$ cat src/q2e_pkg.sv
// Shared types and constants for the quaternion to Euler angle core.
// No dependencies.
package q2e_pkg;

    localparam int Q2E_IW           = 32;
    localparam int Q2E_PW           = 34;
    localparam int Q2E_VW           = 38;
    localparam int Q2E_CW           = 42;
    localparam int Q2E_ZW           = 35;
    localparam int Q2E_RW           = 61;
    localparam int Q2E_SW           = 62;
    localparam int Q2E_SQRT_STEPS   = 31;
    localparam int Q2E_LANES        = 3;
    localparam int Q2E_MAX_STAGES   = 30;
    localparam int Q2E_CORDIC_STAGES = 16;
    localparam int Q2E_PRODW        = 47;
    localparam int Q2E_DEG_SCALE    = 5730;

    localparam int Q2E_LANE_ROLL  = 0;
    localparam int Q2E_LANE_PITCH = 1;
    localparam int Q2E_LANE_YAW   = 2;

    localparam logic signed [Q2E_ZW-1:0] Q2E_PI = 35'sd3373259426;

    localparam logic signed [Q2E_ZW-1:0] Q2E_ATAN_TAB [0:Q2E_MAX_STAGES-1] = '{
        35'sh3243F6A8, 35'sh1DAC6705, 35'sh0FADBAFC, 35'sh07F56EA6, 35'sh03FEAB76,
        35'sh01FFD55B, 35'sh00FFFAAA, 35'sh007FFF55, 35'sh003FFFEA, 35'sh001FFFFD,
        35'sh000FFFFF, 35'sh0007FFFF, 35'sh0003FFFF, 35'sh0001FFFF, 35'sh0000FFFF,
        35'sh00007FFF, 35'sh00003FFF, 35'sh00001FFF, 35'sh00000FFF, 35'sh000007FF,
        35'sh000003FF, 35'sh000001FF, 35'sh000000FF, 35'sh0000007F, 35'sh0000003F,
        35'sh0000001F, 35'sh0000000F, 35'sh00000007, 35'sh00000003, 35'sh00000001
    };

    typedef struct packed {
        logic signed [Q2E_IW-1:0] s;
        logic signed [Q2E_VW-1:0] roll_y;
        logic signed [Q2E_VW-1:0] roll_x;
        logic signed [Q2E_VW-1:0] yaw_y;
        logic signed [Q2E_VW-1:0] yaw_x;
    } q2e_side_t;

    typedef struct packed {
        logic [Q2E_RW-1:0] v;
        logic [Q2E_SW-1:0] res;
        q2e_side_t         side;
    } q2e_sqrt_t;

    typedef struct packed {
        logic signed [Q2E_CW-1:0] x;
        logic signed [Q2E_CW-1:0] y;
        logic signed [Q2E_ZW-1:0] z;
        logic                     zero;
    } q2e_lane_t;

    typedef q2e_lane_t [Q2E_LANES-1:0] q2e_vec_t;

endpackage

$ cat src/q2e_sqrt_cell.sv
// One cell of the integer square root chain: tests one result bit per beat.
// Depends on q2e_pkg.
module q2e_sqrt_cell #(
    parameter int BIT_POS = 60
) (
    input  logic               clk,
    input  logic               rst_n,
    input  logic               in_valid,
    output logic               in_ready,
    input  q2e_pkg::q2e_sqrt_t in_data,
    output logic               out_valid,
    input  logic               out_ready,
    output q2e_pkg::q2e_sqrt_t out_data
);
    import q2e_pkg::*;

    logic      v_reg;
    q2e_sqrt_t d_reg, d_next;
    logic [Q2E_SW-1:0] bitv, trial;

    assign in_ready = !v_reg || out_ready;
    assign bitv  = Q2E_SW'(1) << BIT_POS;
    assign trial = in_data.res + bitv;

    always_comb
    begin
        d_next = in_data;
        if (Q2E_SW'(in_data.v) >= trial)
        begin
            d_next.v   = Q2E_RW'(Q2E_SW'(in_data.v) - trial);
            d_next.res = (in_data.res >> 1) + bitv;
        end
        else
        begin
            d_next.res = in_data.res >> 1;
        end
    end

    always_ff @(posedge clk or negedge rst_n)
    begin
        if (!rst_n)
            v_reg <= 1'b0;
        else if (in_ready)
            v_reg <= in_valid;
    end

    always_ff @(posedge clk)
    begin
        if (in_ready && in_valid)
            d_reg <= d_next;
    end

    assign out_valid = v_reg;
    assign out_data  = d_reg;
endmodule

$ cat config.mk
export PLATFORM = sky130hd
export DESIGN_NAME = q2e_sqrt_cell
export DESIGN_NICKNAME = d
export VERILOG_FILES = /design/src/q2e_pkg.sv /design/src/q2e_sqrt_cell.sv
export SDC_FILE = /design/constraint.sdc
export NUM_CORES = 1
export LEC_CHECK = 0
export BUFFER_PORTS_ARGS = -buffer_cell sky130_fd_sc_hd__buf_2
export CAP_MARGIN = 10
export CORE_AREA = 2 2 239 241
export DETAILED_ROUTE_END_ITERATION = 7
export DIE_AREA = 0 0 241 243
export GPL_TIMING_DRIVEN = 0
export PLACE_DENSITY = 0.47
export SETUP_SLACK_MARGIN = 0.4
export SYNTH_ARGS = -nofsm -noshare
export SYNTH_HDL_FRONTEND = slang
export SYNTH_SLANG_ARGS = --single-unit
$ cat constraint.sdc
create_clock -name clk -period 12.6 [get_ports clk]
set_input_delay 2.52 -clock clk [delete_from_list [all_inputs] [get_ports clk]]
set_output_delay 2.52 -clock clk [all_outputs]
set_load 0.05 [all_outputs]
# After elaboration in Yosys (flattened, before gate mapping)
# Cells that the tools add are included.
# totals
wordCells,18
romBits,0
output_inout_bits,309
ram_bits,0
latchBits,0
memories,0
reg_bits,308
input_bits,311
# op_classes
addsub,3
n_lt_le_gt_ge,1
div_mod_pow,0
mul,0
n_mux,2
eq_ne,0
bitwise,0
shifts,0
reduce_logical,3
# op_table
op,n
61-bit 2-to-1 mux,2
61-bit by 61-bit adder with 62-bit output (second input constant),1
62-bit by 61-bit adder with 62-bit output (second input constant),1
61-bit by 62-bit >= comparator with 1-bit output,1
61-bit subtractor,1
1-bit logical AND,1
1-bit logical NOT,1
1-bit logical OR,1

# Depth between registers and ports, before layout
# depth
ltp_word,3
depth_mapped,15

# Worst setup path before layout
# No wires, ideal clock.
# synth_timing
path_type,in2reg
from,input port out_ready
to,"register d_reg (netlist bit out_data[0]), enable pin"
setup_slack_ps,1897
t_arrival_ps,9996
cell_stages,2
required_time_ps,11893
setup_ps,707
path_cell_list,nand2b_1 > and2_1
# synth_between
elab_chain_cells,2
# synth_rtl
item,line,source
start: declaration,q2e_sqrt_cell.sv:12,"input logic out_ready,"
1-bit logical OR,q2e_sqrt_cell.sv:21,assign in_ready = !v_reg || out_ready;
1-bit logical AND,q2e_sqrt_cell.sv:49,if (in_ready && in_valid)
end signal: assignment,q2e_sqrt_cell.sv:50,d_reg <= d_next;
end: declaration,q2e_sqrt_cell.sv:18,"q2e_sqrt_t d_reg, d_next;"
# Every way passes these cells.
# A chain may end at the register's enable or synchronous reset.

==> results by group <==
Status
  – Status: completed

Placement
  – Hpwl dp: 43900 um
  – Placed cell count: 2366
  – Port bufs: 619
  – Place WS: 5690 ps
  – Gpl congestion: 0.855
  – DP Area: 18100 um^2

Setup path
  – Crit Path Max Fanout: 10
  – Worst r2r dst: out_data[14]
  – WP data required: 12960 ps
  – R2R Setup Slk: 10220 ps
  – Element type at the critical path start: input port
  – Setup CP Type: input port to flip-flop
  – Crit. End Element: flip-flop
  – R2R depth: 5
  – Reg-to-Reg Start: out_valid
  – WP data arrival: 6640 ps

Clock network
  – Clk Latency, worst-skew pair: 560 ps
  – Post-CTS sizing: 0
  – CTS hold repair buffers: 0
  – H-tree depth: 2
  – Post-CTS Setup Repair Bufs: 0
  – Clk root buf: clkbuf_16
  – Num Clock Sinks: 308
  – Clk pin slew, worst setup/hold paths: 60 ps
  – CTS tree: done
  – CTS Buffer Depth: 3
  – CTS Buf Count: 38

STA
  – Hold_ws: 550 ps
  – Final Hold Fails: 0
  – Final setup violation count: 0
  – Least-Margin Pin Slew: 1030 ps
  – Fmax: 0.159 GHz
  – Slew headroom: 0.311
  – Final Skew: 16.9 ps
  – Final Worst Setup Slack: 6320 ps
  – Slew Limit Fails: 0
  – RSZ-0062 raised after global routing: false
  – Tcrit/Tclk final: 0.499
  – Tmin final: 6280 ps

Synthesis
  – EDFF count, synth: 307
  – Synthesized Nets: 1359
  – Ys async rst share: 0.00325
  – Post-synth top area share: 0.665
  – Synth Instances: 986
  – Top_reg_cell synth: edfxtp_1
  – Yosys top cell by area: edfxtp_1
  – Yosys synthesis warning count: 0
  – Mapped Area: 13900 um^2
  – Post-synth cell types: 61
  – FF+latch count, synth: 308
  – Synth top area cells: edfxtp_1 (66%), ha_1 (5.5%), mux2_2 (3.6%)
  – Mean Syn Cell Area: 14.1 um^2
  – Sequential area share after synthesis: 0.667

Global route
  – Largest net degree at the start of global routing: 73
  – Gr usage total: 0.177
  – Global-route wire length before repair: 74900 um
  – Global-route congestion overflow total: 0
  – Vias in the first global route: 11100
  – Initial antenna violation count: 35

Floorplan
  – Ports: 620
  – Core ar.: 56000 um^2
  – Die area: 58600 um^2
  – Die W: 241 um
  – Die Span Y: 243 um
  – Rows: 87
  – Initial core utilization: 0.248

Pwr
  – Power Density: 151 nW/um^2
  – Max rail drop VDD: 0.0952 mV
  – Power Total: 2.91 mW
  – Leakage: 8.24 nW

Drt
  – Initial DRC count: 505
  – DR pass1 iterations: 5
  – Post-route DRC violation count: 0
  – Via total after detailed routing: 10800
  – Post-DRT Antenna Nets: 0
  – Routed wire length: 54400 um
  – Number of vias per cell: 4.43
  – Wire per inst: 22.2 um

Hold path
  – Hold WC Path Type: flip-flop to flip-flop
  – Worst Hold Depth: 2
  – Hold Path Sink: out_valid
  – Hold_sp: out_valid

Cells and area
  – Design area: 19300 um^2
  – Layout cell share with drive strength beyond 1: 0.448
  – Commonest non-fill, non-tap cells in the layout: buf_2 (626), edfxtp_1 (307), inv_1 (73)
  – Finished Layout Cells: 2445
  – Commonest non-fill, non-tap cell in the layout: buf_2
  – Nets: 2023
  – Syn-to-layout area delta: 38.9%

Job
  – Max cap viols: 0
==> through the flow <==
stage | util | setup TNS [ps]
3_3_place_gp | 0.320 | -403460
3_5_place_dp | 0.323 | 0
2_1_floorplan | - | 0
4_1_cts | 0.344 | 0
5_1_grt | 0.344 | 0
6_report | 0.344 | 0
==> where the power goes <==
group | switching, mW | internal (mW) | total, mW
Combinational | 0.451 | 0.187 | 0.639
Clock | 0.442 | 0.611 | 1.05
Sequential | 0.0149 | 1.21 | 1.22
Total | 0.908 | 2.01 | 2.91
==> Yosys cell counts (all sizes together), types with 10 or more instances <==
cell      n
a21oi    65
a21o     38
nand4    15
o21bai   10
xnor2    36
buf      13
clkbuf   21
xor2     17
mux2     44
nor2     44
nand3    10
ha       61
edfxtp  307
inv      73
o21ai    61
nand2    51
==> metal layers <==
metal / global-route usage / routed length, um
met5: 0 / 300
met4: 0.0599 / 1590
met3: 0.0771 / 5510
met2: 0.319 / 27600
met1: 0.182 / 19400
==> layout make-up <==
| type | count | area [um^2] |
|---|---|---|
| multi-input cells | 571 | 4170 |
| diodes | 11 | 27.5 |
| repair buffers | 624 | 3240 |
| fillers | 5691 | 36700 |
| inverters | 73 | 274 |
| clock buffers | 50 | 1020 |
| well taps | 756 | 946 |
| plain buffers | 34 | 178 |
| flip-flops and latches | 308 | 9240 |
| clock inverters | 18 | 161 |
==> registers in the layout, indices dropped and copies added (netlist names) <==
register,cells
out_data,307
out_valid,1
==> how the worst max path moves through the flow <==
stage / endpoint / slack, ps / depth (start not counted) / start
2_1_floorplan: out_data[0] / 1900 / 2 / out_ready
3_3_place_gp: out_data[98] / -1370 / 3 / out_ready
3_5_place_dp: out_data[273] / 5690 / 16 / in_data[246]
4_1_cts: out_data[273] / 6280 / 16 / in_data[246]
5_1_grt: out_data[271] / 6050 / 16 / in_data[205]
6_report: out_data[273] / 6320 / 16 / in_data[246]
==> cells by family after synthesis <==
| kind of cell | Yosys count | share of synthesized area |
|---|---|---|
| flops | 308 | 0.667 |
| compound gates | 237 | 0.113 |
| simple gates | 171 | 0.0595 |
| buf+inv | 107 | 0.0326 |
| fa+ha+maj | 62 | 0.0565 |
| xor+xnor | 53 | 0.0335 |
| mux | 48 | 0.0386 |
==> critical path, cell delays in order <==
cell and delay [ps]:
buf_2 90, inv_1 40, ha_1 200, fa_1 410
nor2b_1 270, o31a_1 280, o21bai_4 100, a2111oi_4 420
o21ai_1 170, and2_4 200, o2111a_1 290, o31a_1 480
or2_1 280, buf_4 200, clkbuf_1 350, o21ai_0 330
Power figures use the tool's default switching activity.
