File: src/q2e_pkg.sv
// Shared types and constants for the quaternion to Euler angle core.
// No dependencies.
package q2e_pkg;

    localparam int Q2E_IW           = 32;
    localparam int Q2E_PW           = 34;
    localparam int Q2E_VW           = 38;
    localparam int Q2E_CW           = 42;
    localparam int Q2E_ZW           = 35;
    localparam int Q2E_RW           = 61;
    localparam int Q2E_SW           = 62;
    localparam int Q2E_SQRT_STEPS   = 31;
    localparam int Q2E_LANES        = 3;
    localparam int Q2E_MAX_STAGES   = 30;
    localparam int Q2E_CORDIC_STAGES = 16;
    localparam int Q2E_PRODW        = 47;
    localparam int Q2E_DEG_SCALE    = 5730;

    localparam int Q2E_LANE_ROLL  = 0;
    localparam int Q2E_LANE_PITCH = 1;
    localparam int Q2E_LANE_YAW   = 2;

    localparam logic signed [Q2E_ZW-1:0] Q2E_PI = 35'sd3373259426;

    localparam logic signed [Q2E_ZW-1:0] Q2E_ATAN_TAB [0:Q2E_MAX_STAGES-1] = '{
        35'sh3243F6A8, 35'sh1DAC6705, 35'sh0FADBAFC, 35'sh07F56EA6, 35'sh03FEAB76,
        35'sh01FFD55B, 35'sh00FFFAAA, 35'sh007FFF55, 35'sh003FFFEA, 35'sh001FFFFD,
        35'sh000FFFFF, 35'sh0007FFFF, 35'sh0003FFFF, 35'sh0001FFFF, 35'sh0000FFFF,
        35'sh00007FFF, 35'sh00003FFF, 35'sh00001FFF, 35'sh00000FFF, 35'sh000007FF,
        35'sh000003FF, 35'sh000001FF, 35'sh000000FF, 35'sh0000007F, 35'sh0000003F,
        35'sh0000001F, 35'sh0000000F, 35'sh00000007, 35'sh00000003, 35'sh00000001
    };

    typedef struct packed {
        logic signed [Q2E_IW-1:0] s;
        logic signed [Q2E_VW-1:0] roll_y;
        logic signed [Q2E_VW-1:0] roll_x;
        logic signed [Q2E_VW-1:0] yaw_y;
        logic signed [Q2E_VW-1:0] yaw_x;
    } q2e_side_t;

    typedef struct packed {
        logic [Q2E_RW-1:0] v;
        logic [Q2E_SW-1:0] res;
        q2e_side_t         side;
    } q2e_sqrt_t;

    typedef struct packed {
        logic signed [Q2E_CW-1:0] x;
        logic signed [Q2E_CW-1:0] y;
        logic signed [Q2E_ZW-1:0] z;
        logic                     zero;
    } q2e_lane_t;

    typedef q2e_lane_t [Q2E_LANES-1:0] q2e_vec_t;

endpackage

File: src/q2e_cordic_cell.sv
// One vectoring CORDIC micro-rotation for the roll, pitch and yaw lanes.
// Depends on q2e_pkg.
module q2e_cordic_cell #(
    parameter int STAGE = 0
) (
    input  logic              clk,
    input  logic              rst_n,
    input  logic              in_valid,
    output logic              in_ready,
    input  q2e_pkg::q2e_vec_t in_data,
    output logic              out_valid,
    input  logic              out_ready,
    output q2e_pkg::q2e_vec_t out_data
);
    import q2e_pkg::*;

    logic     v_reg;
    q2e_vec_t d_reg, d_next;

    assign in_ready = !v_reg || out_ready;

    always_comb
    begin
        for (int l = 0; l < Q2E_LANES; l++)
        begin
            d_next[l].zero = in_data[l].zero;
            if (!in_data[l].y[Q2E_CW-1])
            begin
                d_next[l].x = in_data[l].x + (in_data[l].y >>> STAGE);
                d_next[l].y = in_data[l].y - (in_data[l].x >>> STAGE);
                d_next[l].z = in_data[l].z + Q2E_ATAN_TAB[STAGE];
            end
            else
            begin
                d_next[l].x = in_data[l].x - (in_data[l].y >>> STAGE);
                d_next[l].y = in_data[l].y + (in_data[l].x >>> STAGE);
                d_next[l].z = in_data[l].z - Q2E_ATAN_TAB[STAGE];
            end
        end
    end

    always_ff @(posedge clk or negedge rst_n)
    begin
        if (!rst_n)
            v_reg <= 1'b0;
        else if (in_ready)
            v_reg <= in_valid;
    end

    always_ff @(posedge clk)
    begin
        if (in_ready && in_valid)
            d_reg <= d_next;
    end

    assign out_valid = v_reg;
    assign out_data  = d_reg;
endmodule

File: config.mk
export PLATFORM = sky130hd
export DESIGN_NAME = q2e_cordic_cell
export DESIGN_NICKNAME = d
export VERILOG_FILES = /design/src/q2e_pkg.sv /design/src/q2e_cordic_cell.sv
export SDC_FILE = /design/constraint.sdc
export NUM_CORES = 1
export LEC_CHECK = 0
export ABC_AREA = 1
export BUFFER_PORTS_ARGS = -buffer_cell sky130_fd_sc_hd__clkbuf_2
export CAP_MARGIN = 40
export CELL_PAD_IN_SITES_DETAIL_PLACEMENT = 1
export CELL_PAD_IN_SITES_GLOBAL_PLACEMENT = 1
export CORE_MARGIN = 1
export CORE_UTILIZATION = 28
export CTS_BUF_LIST = sky130_fd_sc_hd__clkbuf_4 sky130_fd_sc_hd__clkbuf_8
export CTS_CLUSTER_SIZE = 14
export DETAILED_ROUTE_END_ITERATION = 8
export PLACE_DENSITY_LB_ADDON = 0.1
export SETUP_SLACK_MARGIN = 0.4
export SLEW_MARGIN = 10
export SYNTH_ARGS = -nofsm -noshare
export SYNTH_HDL_FRONTEND = slang
export SYNTH_SLANG_ARGS = --single-unit
export TNS_END_PERCENT = 30
File: constraint.sdc
create_clock -name clk -period 51.4 [get_ports clk]
set_clock_uncertainty 0.2 [all_clocks]
set_input_delay 7.71 -clock clk [delete_from_list [all_inputs] [get_ports clk]]
set_output_delay 7.71 -clock clk [all_outputs]
set_load 0.05 [all_outputs]
# After elaboration in Yosys (flattened, before gate mapping)
# Cells that the tools add are included.
# totals
ff_bits,361
word_cells,34
# op_classes
addsub,15
n_mux,3
reduce_logical,3
# ops
operator,count
119-bit 2-to-1 mux,3
42-bit subtractor,6
42-bit adder,3
"35-bit by 31-bit adder with 35-bit output, second input constant",3
"35-bit by 31-bit subtractor with 35-bit output, second input constant",3
1-bit logical AND,1
1-bit zero test,1
1-bit logical OR,1

# Longest topological paths before layout
# Gate-level depths: netlist of the first run.
# logic_depth
word_depth,3
ltp_mapped,18
mapped_depth_nobuf,17

# Worst setup path after synthesis of the first run
# OpenSTA, ideal clock, no wires.
# synth_timing
path_type,input-to-reg
start,input port in_valid
end,register d_reg (netlist bit out_data[0]) (enable)
arrival_time_ns,24.851
path_slack_ns,25.156
cell_stages,2
n_path_buf,0
path_cell_list,inv_1 > a21oi_1
# synth_via
elab_chain_cells,1
# synth_lines
element,line_no,rtl
from (decl),q2e_cordic_cell.sv:8,"input logic in_valid,"
1-bit logical AND,q2e_cordic_cell.sv:52,if (in_ready && in_valid)
to (signal assigned),q2e_cordic_cell.sv:53,d_reg <= d_next;
to (decl),q2e_cordic_cell.sv:18,"q2e_vec_t d_reg, d_next;"
# No other way between the ends.
# A chain may end at the register's enable or synchronous reset.

# Final worst setup path of the first run
# layout_timing
start,input port out_ready
end,output port in_ready
# layout_via
elab_chain_cells,1
# layout_lines
element,line_no,rtl
from (decl),q2e_cordic_cell.sv:12,"input logic out_ready,"
1-bit logical OR,q2e_cordic_cell.sv:20,assign in_ready = !v_reg || out_ready;
to (decl),q2e_cordic_cell.sv:9,"output logic in_ready,"
# No other way between the ends.

==> results of run 1 <==
logic make-up (layout without fill, tap and decap cells):
| kind of cell | Yosys count | count (layout) | synth area share, % |
|---|---|---|---|
| flip-flops | 358 | 358 | 22.9 |
| AND/OR/NAND/NOR | 3865 | 3865 | 35.1 |
| other | 0 | 14 | 0 |
| adder cells (fa/ha/maj) | 519 | 519 | 14.0 |
| buffers and inverters | 1289 | 1998 | 11.4 |
| multiplexers | 4 | 4 | 0.0854 |
| AO/OA/AOI/OAI | 1146 | 1146 | 13.5 |
| XOR/XNOR | 154 | 154 | 2.88 |
layer usage:
metal  up-vias  wire [um]  global-route usage (%)
met3       209      10400                    3.43
met1     24200     108000                    35.5
met2      1097     106000                    44.4
met5         -        154                       0
li1      24900          -                       -
met4        24       4890                    6.60
layout make-up:
class                      count  area share [%]
inverter                    1115            7.75
tap                         2189            5.06
clock inverter                48            1.05
antenna                       14          0.0647
multi-input combinational   5688            56.9
timing repair buffer         742            7.09
sequential                   358            19.9
clock buffer                  93            2.20
placed cells by master, fill, tap and decap left out, types with 12 or more instances in the layout:
cell      count
a21boi_0     17
a21o_1       21
a21oi_1     521
a21oi_2      26
a31oi_1      13
buf_4        16
clkbuf_2    722
clkbuf_4     14
clkbuf_8     79
clkinv_1     24
diode_2      14
edfxtp_1    357
fa_1         12
ha_1        507
inv_1      1055
inv_2        53
nand2_1    2215
nand2_2      79
nand3_1     628
nand3_2      12
nand4_1      61
nor2_1      610
nor2_2      135
nor2_4       19
nor3_1       55
o211ai_2     13
o21a_1       12
o21ai_0     332
o21ai_1      78
o21bai_1     71
o22ai_1      27
xnor2_1      21
xor2_1      133
sequential cells by signal, indices dropped and copies added (netlist names):
name and flops:
out_valid 1, out_data 357
per-stage QoR:
stage | cell area (um2) | instances | util (%) | setup slack (ns) | hold WS [ns]
finish | 54100 | 10200 | 32.7 | 35.27 | 0.426
global route | 54100 | 10200 | 32.6 | 35.26 | 0.443
CTS | 54100 | 10200 | 32.6 | 35.27 | 0.417
detailed placement | 52300 | 10100 | 31.6 | 35.27 | 0.405
global placement | 52200 | 10100 | 31.5 | 35.24 | 0.394
floorplan | 46900 | 7335 | - | 25.16 | 0.933
power groups by stage:
stage / clock, mW / combinational (mW) / sequential (mW)
after floorplan: 0 / 0.331 / 0.491
after global placement: 0 / 0.641 / 0.384
after detailed placement: 0 / 0.648 / 0.385
after CTS: 0.393 / 0.651 / 0.379
after global routing: 0.401 / 0.706 / 0.381
final: 0.375 / 0.650 / 0.379
path summary, 6_finish.rpt:
path,slack (ns),end
worst max-delay path,35.27,in_ready
worst min-delay path,0.43,out_valid
worst max register to register,48.07,out_data[344]
worst min register to register,0.43,out_valid
max in group asynchronous,44.46,out_valid
min in group asynchronous,6.46,out_valid
worst max-delay path, cell delays in order:
cell	delay, ns
clkbuf_2	0.08
inv_1	0.10
nand2_1	0.09
clkbuf_2	0.25
==> impl_metrics.toml, run 1 <==
[detailed_routing]
drc = 0
drt_iter0_markers = 2884
postRouteAntennaNets = 0
vias = 50500
first_pass_iters = 6
drt_wl_total_um = 230000
viasPerCell = 4.93
wire_per_inst_um = 22.4

[setup_path]
crit_fanout = 2
r2r-start = "out_valid"
critPathLaunch = "out_ready"
worstSetupStartpointType = "input port"
critPathCaptureType = "output pin"
worst_r2r_path_depth = 5
cp.required_ns = 43.49
crit_arrival_ns = 8.22
critical_path_class = "input port to output pin"

[cts]
cts.path.max_buffers = 3
root_buffer = "clkbuf_8"
cts_setup_buffers = 0
clock_latency_ns = 0.82
cts_hold_buf = 0
htree_levels = 3
cts-resized-gates = 0
clkTransAtPathRegs_ns = 0.06
tritoncts = "built"
cts_buffers = 78
cts_sinks = 358

[floorplanning]
core-area_mm2 = 0.166
initial_core_util_pct = 28.3
io_pins = 726
num_rows = 149
fp.dieW_um = 411
fp.dieH_um = 411
die_area_mm2 = 0.169

[worst_hold_path]
whs_path_depth = 2
min-delay-start = "out_valid"
hold_path.class = "register to register"

[cells_and_area]
syn2layout_area_growth_pct = 15.4
drive_gt1_share_pct = 15.3
seq_area_mm2 = 0.0107
fin_nets = 8866
fillers = 21700
multi_input_area_mm2 = 0.0308

[synth]
synth_nets = 8218
synth-main-ff-cell = "edfxtp_1"
netlist.area_leader.share_pct = 22.9
ys_types = 49
synth_edf_count = 357
async_flop_share_pct = 0.279
yosysMostFrequentCell = "nand2_1"
yosys-top-cells-area = "edfxtp_1 23%, nand2_1 18%, ha_1 14%, inv_1 8.4%, nand3_1 6.7%"
syn_area_mm2 = 0.0469
synthTopCellsByCount = "2215 x nand2_1, 1056 x inv_1, 628 x nand3_1, 610 x nor2_1, 522 x a21oi_1"
syn_area_per_cell_um2 = 6.40
syn_inst = 7335
ys_warn_count = 0
yosys_register_bits = 358
yosysTopAreaCell = "edfxtp_1"
synth.yosys.seq_area_share_pct = 22.9

[sta]
worstMarginPinSlew_ns = 0.902
grt_setup_unrepaired = "false"
final-setup-viol-count = 0
relSlewSlack_pct = 39.2
final_max_slew_viol_count = 0
period_needed_ns = 16.13
hold_viol_final = 0
timing.setup.tns_ns = 0
max_freq_mhz = 62.0
min_period_over_period_pct = 31.4

[placement]
dp_hpwl_um = 200000
portBuffers = 725
gp_congestion = 0.926

[grt]
antenna_found_initial = 30
grt_first_pass_wirelength_um = 334000
first_global_vias = 51800
grtUsageTotal_pct = 26.4
grt_start_max_net_pins = 67
grt_overflow_total = 0

[power]
max-vdd-ir-drop_mv = 0.0183
comb_power_share_pct = 46.3
power_mw = 1.40
power_density_mw_per_mm2 = 25.9
clkPwrFrac_pct = 26.7
power.leakage_nw = 27.8
pwr-share-seq_pct = 27.0
p_int_uw = 741
switching_share_pct = 47.2
switching_power_uw = 662

[outcome]
status = "completed"

[run]
cap_viol_max_count = 0
Note: power is estimated with default switching activity, not from simulation.
==> inputs of run 2 (changes only) <==
==> constraint.sdc (replaced) <==
create_clock -name clk -period 16.1 [get_ports clk]
set_clock_uncertainty 0.2 [all_clocks]
set_input_delay 2.415 -clock clk [delete_from_list [all_inputs] [get_ports clk]]
set_output_delay 2.415 -clock clk [all_outputs]
set_load 0.05 [all_outputs]
==> impl_metrics.toml, run 2 (synthesis results as in run 1) <==
[setup_path]
cp.required_ns = 13.49
critPathCaptureType = "output pin"
crit_path_max_incr_delay_ns = 0.24
cpMostUsedCell = "clkbuf_2"
worstSetupStartpointType = "input port"
timing.critical_path.cells = "clkbuf_2, inv_1, nand2_1, clkbuf_2"
cpLargestDelayFamily = "buffers and inverters"
crit_fanout = 2
critical_path_class = "input port to output pin"
crit_path_top_delay_cell = "clkbuf_2"
critPathBufInv = 3
crit_arrival_ns = 2.93

[grt]
grt_start_max_net_pins = 64
first_global_vias = 51700
grt_first_pass_wirelength_um = 335000
grtUsageTotal_pct = 26.6
antenna_found_initial = 19
grt_overflow_total = 0

[detailed_routing]
drt_iter0_markers = 3011
postRouteAntennaNets = 0
vias = 50800
wire_per_inst_um = 22.7
drc = 0
viasPerCell = 4.96
drt_wl_total_um = 233000
first_pass_iters = 5

[floorplanning]
fp.dieW_um = 411
initial_core_util_pct = 28.3
io_pins = 726
num_rows = 149
core-area_mm2 = 0.166
fp.dieH_um = 411
die_area_mm2 = 0.169

[cells_and_area]
fin_util_pct = 32.5
final-instance-count-excl-fill = 10200
fin_nets = 8861
syn2layout_area_growth_pct = 14.7
largest_reg_flops = 357
layout_common_cells = "2215 x nand2_1, 1055 x inv_1, 722 x clkbuf_2, 628 x nand3_1, 610 x nor2_1"
final_common_cell = "nand2_1"
drive_gt1_share_pct = 15.3

[sta]
worstMarginPinSlew_ns = 0.946
final-setup-viol-count = 0
grt_setup_unrepaired = "false"
timing.setup.tns_ns = 0
period_needed_ns = 5.54
relSlewSlack_pct = 36.5
fin_ws_ns = 10.56
final_max_slew_viol_count = 0
min_period_over_period_pct = 34.4
hold_viol_final = 0
max_freq_mhz = 180

[power]
power_mw = 4.37
power.leakage_nw = 27.6
clkPwrFrac_pct = 24.5
comb_power_share_pct = 47.8
switching_share_pct = 48.6
switching_power_mw = 2.12
p_int_mw = 2.24
max-vdd-ir-drop_mv = 0.0618
power_density_mw_per_mm2 = 81.1
pwr-share-seq_pct = 27.7

[placement]
dp_cells = 10100
gp_congestion = 0.954
portBuffers = 725
dp_hpwl_um = 202000
preCtsSetupSlack_ns = 10.07

[worst_hold_path]
hold_path.class = "register to register"

[cts]
cts.path.max_buffers = 3
cts_setup_buffers = 0
clkTransAtPathRegs_ns = 0.05
cts_hold_buf = 0
tritoncts = "built"
cts_buffers = 74
root_buffer = "clkbuf_8"
clock_latency_ns = 0.83
htree_levels = 3
cts-resized-gates = 0
cts_sinks = 358

[outcome]
status = "completed"

[run]
cap_viol_max_count = 0
## run 2: cell types whose count changed in the layout (fill, tap and decap cells not counted), sizes merged
cell,change
buf,-1
bufinv,-7
clkbuf,+2
clkinv,-1
clkinvlp,+1
diode,+2
## run 2: power by group through the flow
stage               logic (mW)  registers [mW]  clock network, mW
floorplan                 1.06            1.55                  0
global placement          2.06            1.23                  0
detailed placement        2.07            1.23                  0
CTS                       2.08            1.21               1.12
global route              2.26            1.22               1.14
finish                    2.09            1.21               1.07
## run 2: area by class of cell
type	count	area, um2
fillers	21700	112000
multi-input cells	5688	30800
flip-flops and latches	358	10700
inverters	1115	4190
repair buffers	741	3770
well taps	2189	2740
clock buffers	95	1180
clock inverters	41	362
diodes	16	40.0
## run 2: layer usage
metal  up-vias  GRT usage, %  part of all wire [%]
met1     24500          36.3                    47
li1      24900             -                     -
met5         -             0                 0.020
met3       212          3.71                   5.1
met2      1237          43.7                    45
met4         8          7.01                   2.3
## run 2: path summary, 6_finish.rpt
path,depth (start not counted),slack (ns),end,start
max,4,10.56,in_ready,out_ready
min,2,0.41,out_valid,out_valid
max reg2reg,5,12.19,out_data[311],out_valid
min reg2reg,2,0.41,out_valid,out_valid
max in group asynchronous,1,14.46,out_valid,rst_n
min in group asynchronous,1,1.15,out_valid,rst_n
## run 2: through the flow
| stage | hold slack [ns] | area (um2) |
|---|---|---|
| finish | 0.413 | 53800 |
| global route | 0.477 | 53800 |
| CTS | 0.420 | 53800 |
| detailed placement | 0.406 | 52300 |
| global placement | 0.391 | 52200 |
| floorplan | 0.946 | 46900 |
## run 2: worst min-delay path, delay by kind of cell, from the launching register on
| family | cells | cell delay (ns) |
|---|---|---|
| DFF | 1 | 0.42 |
| and+or+nand+nor | 2 | 0.16 |
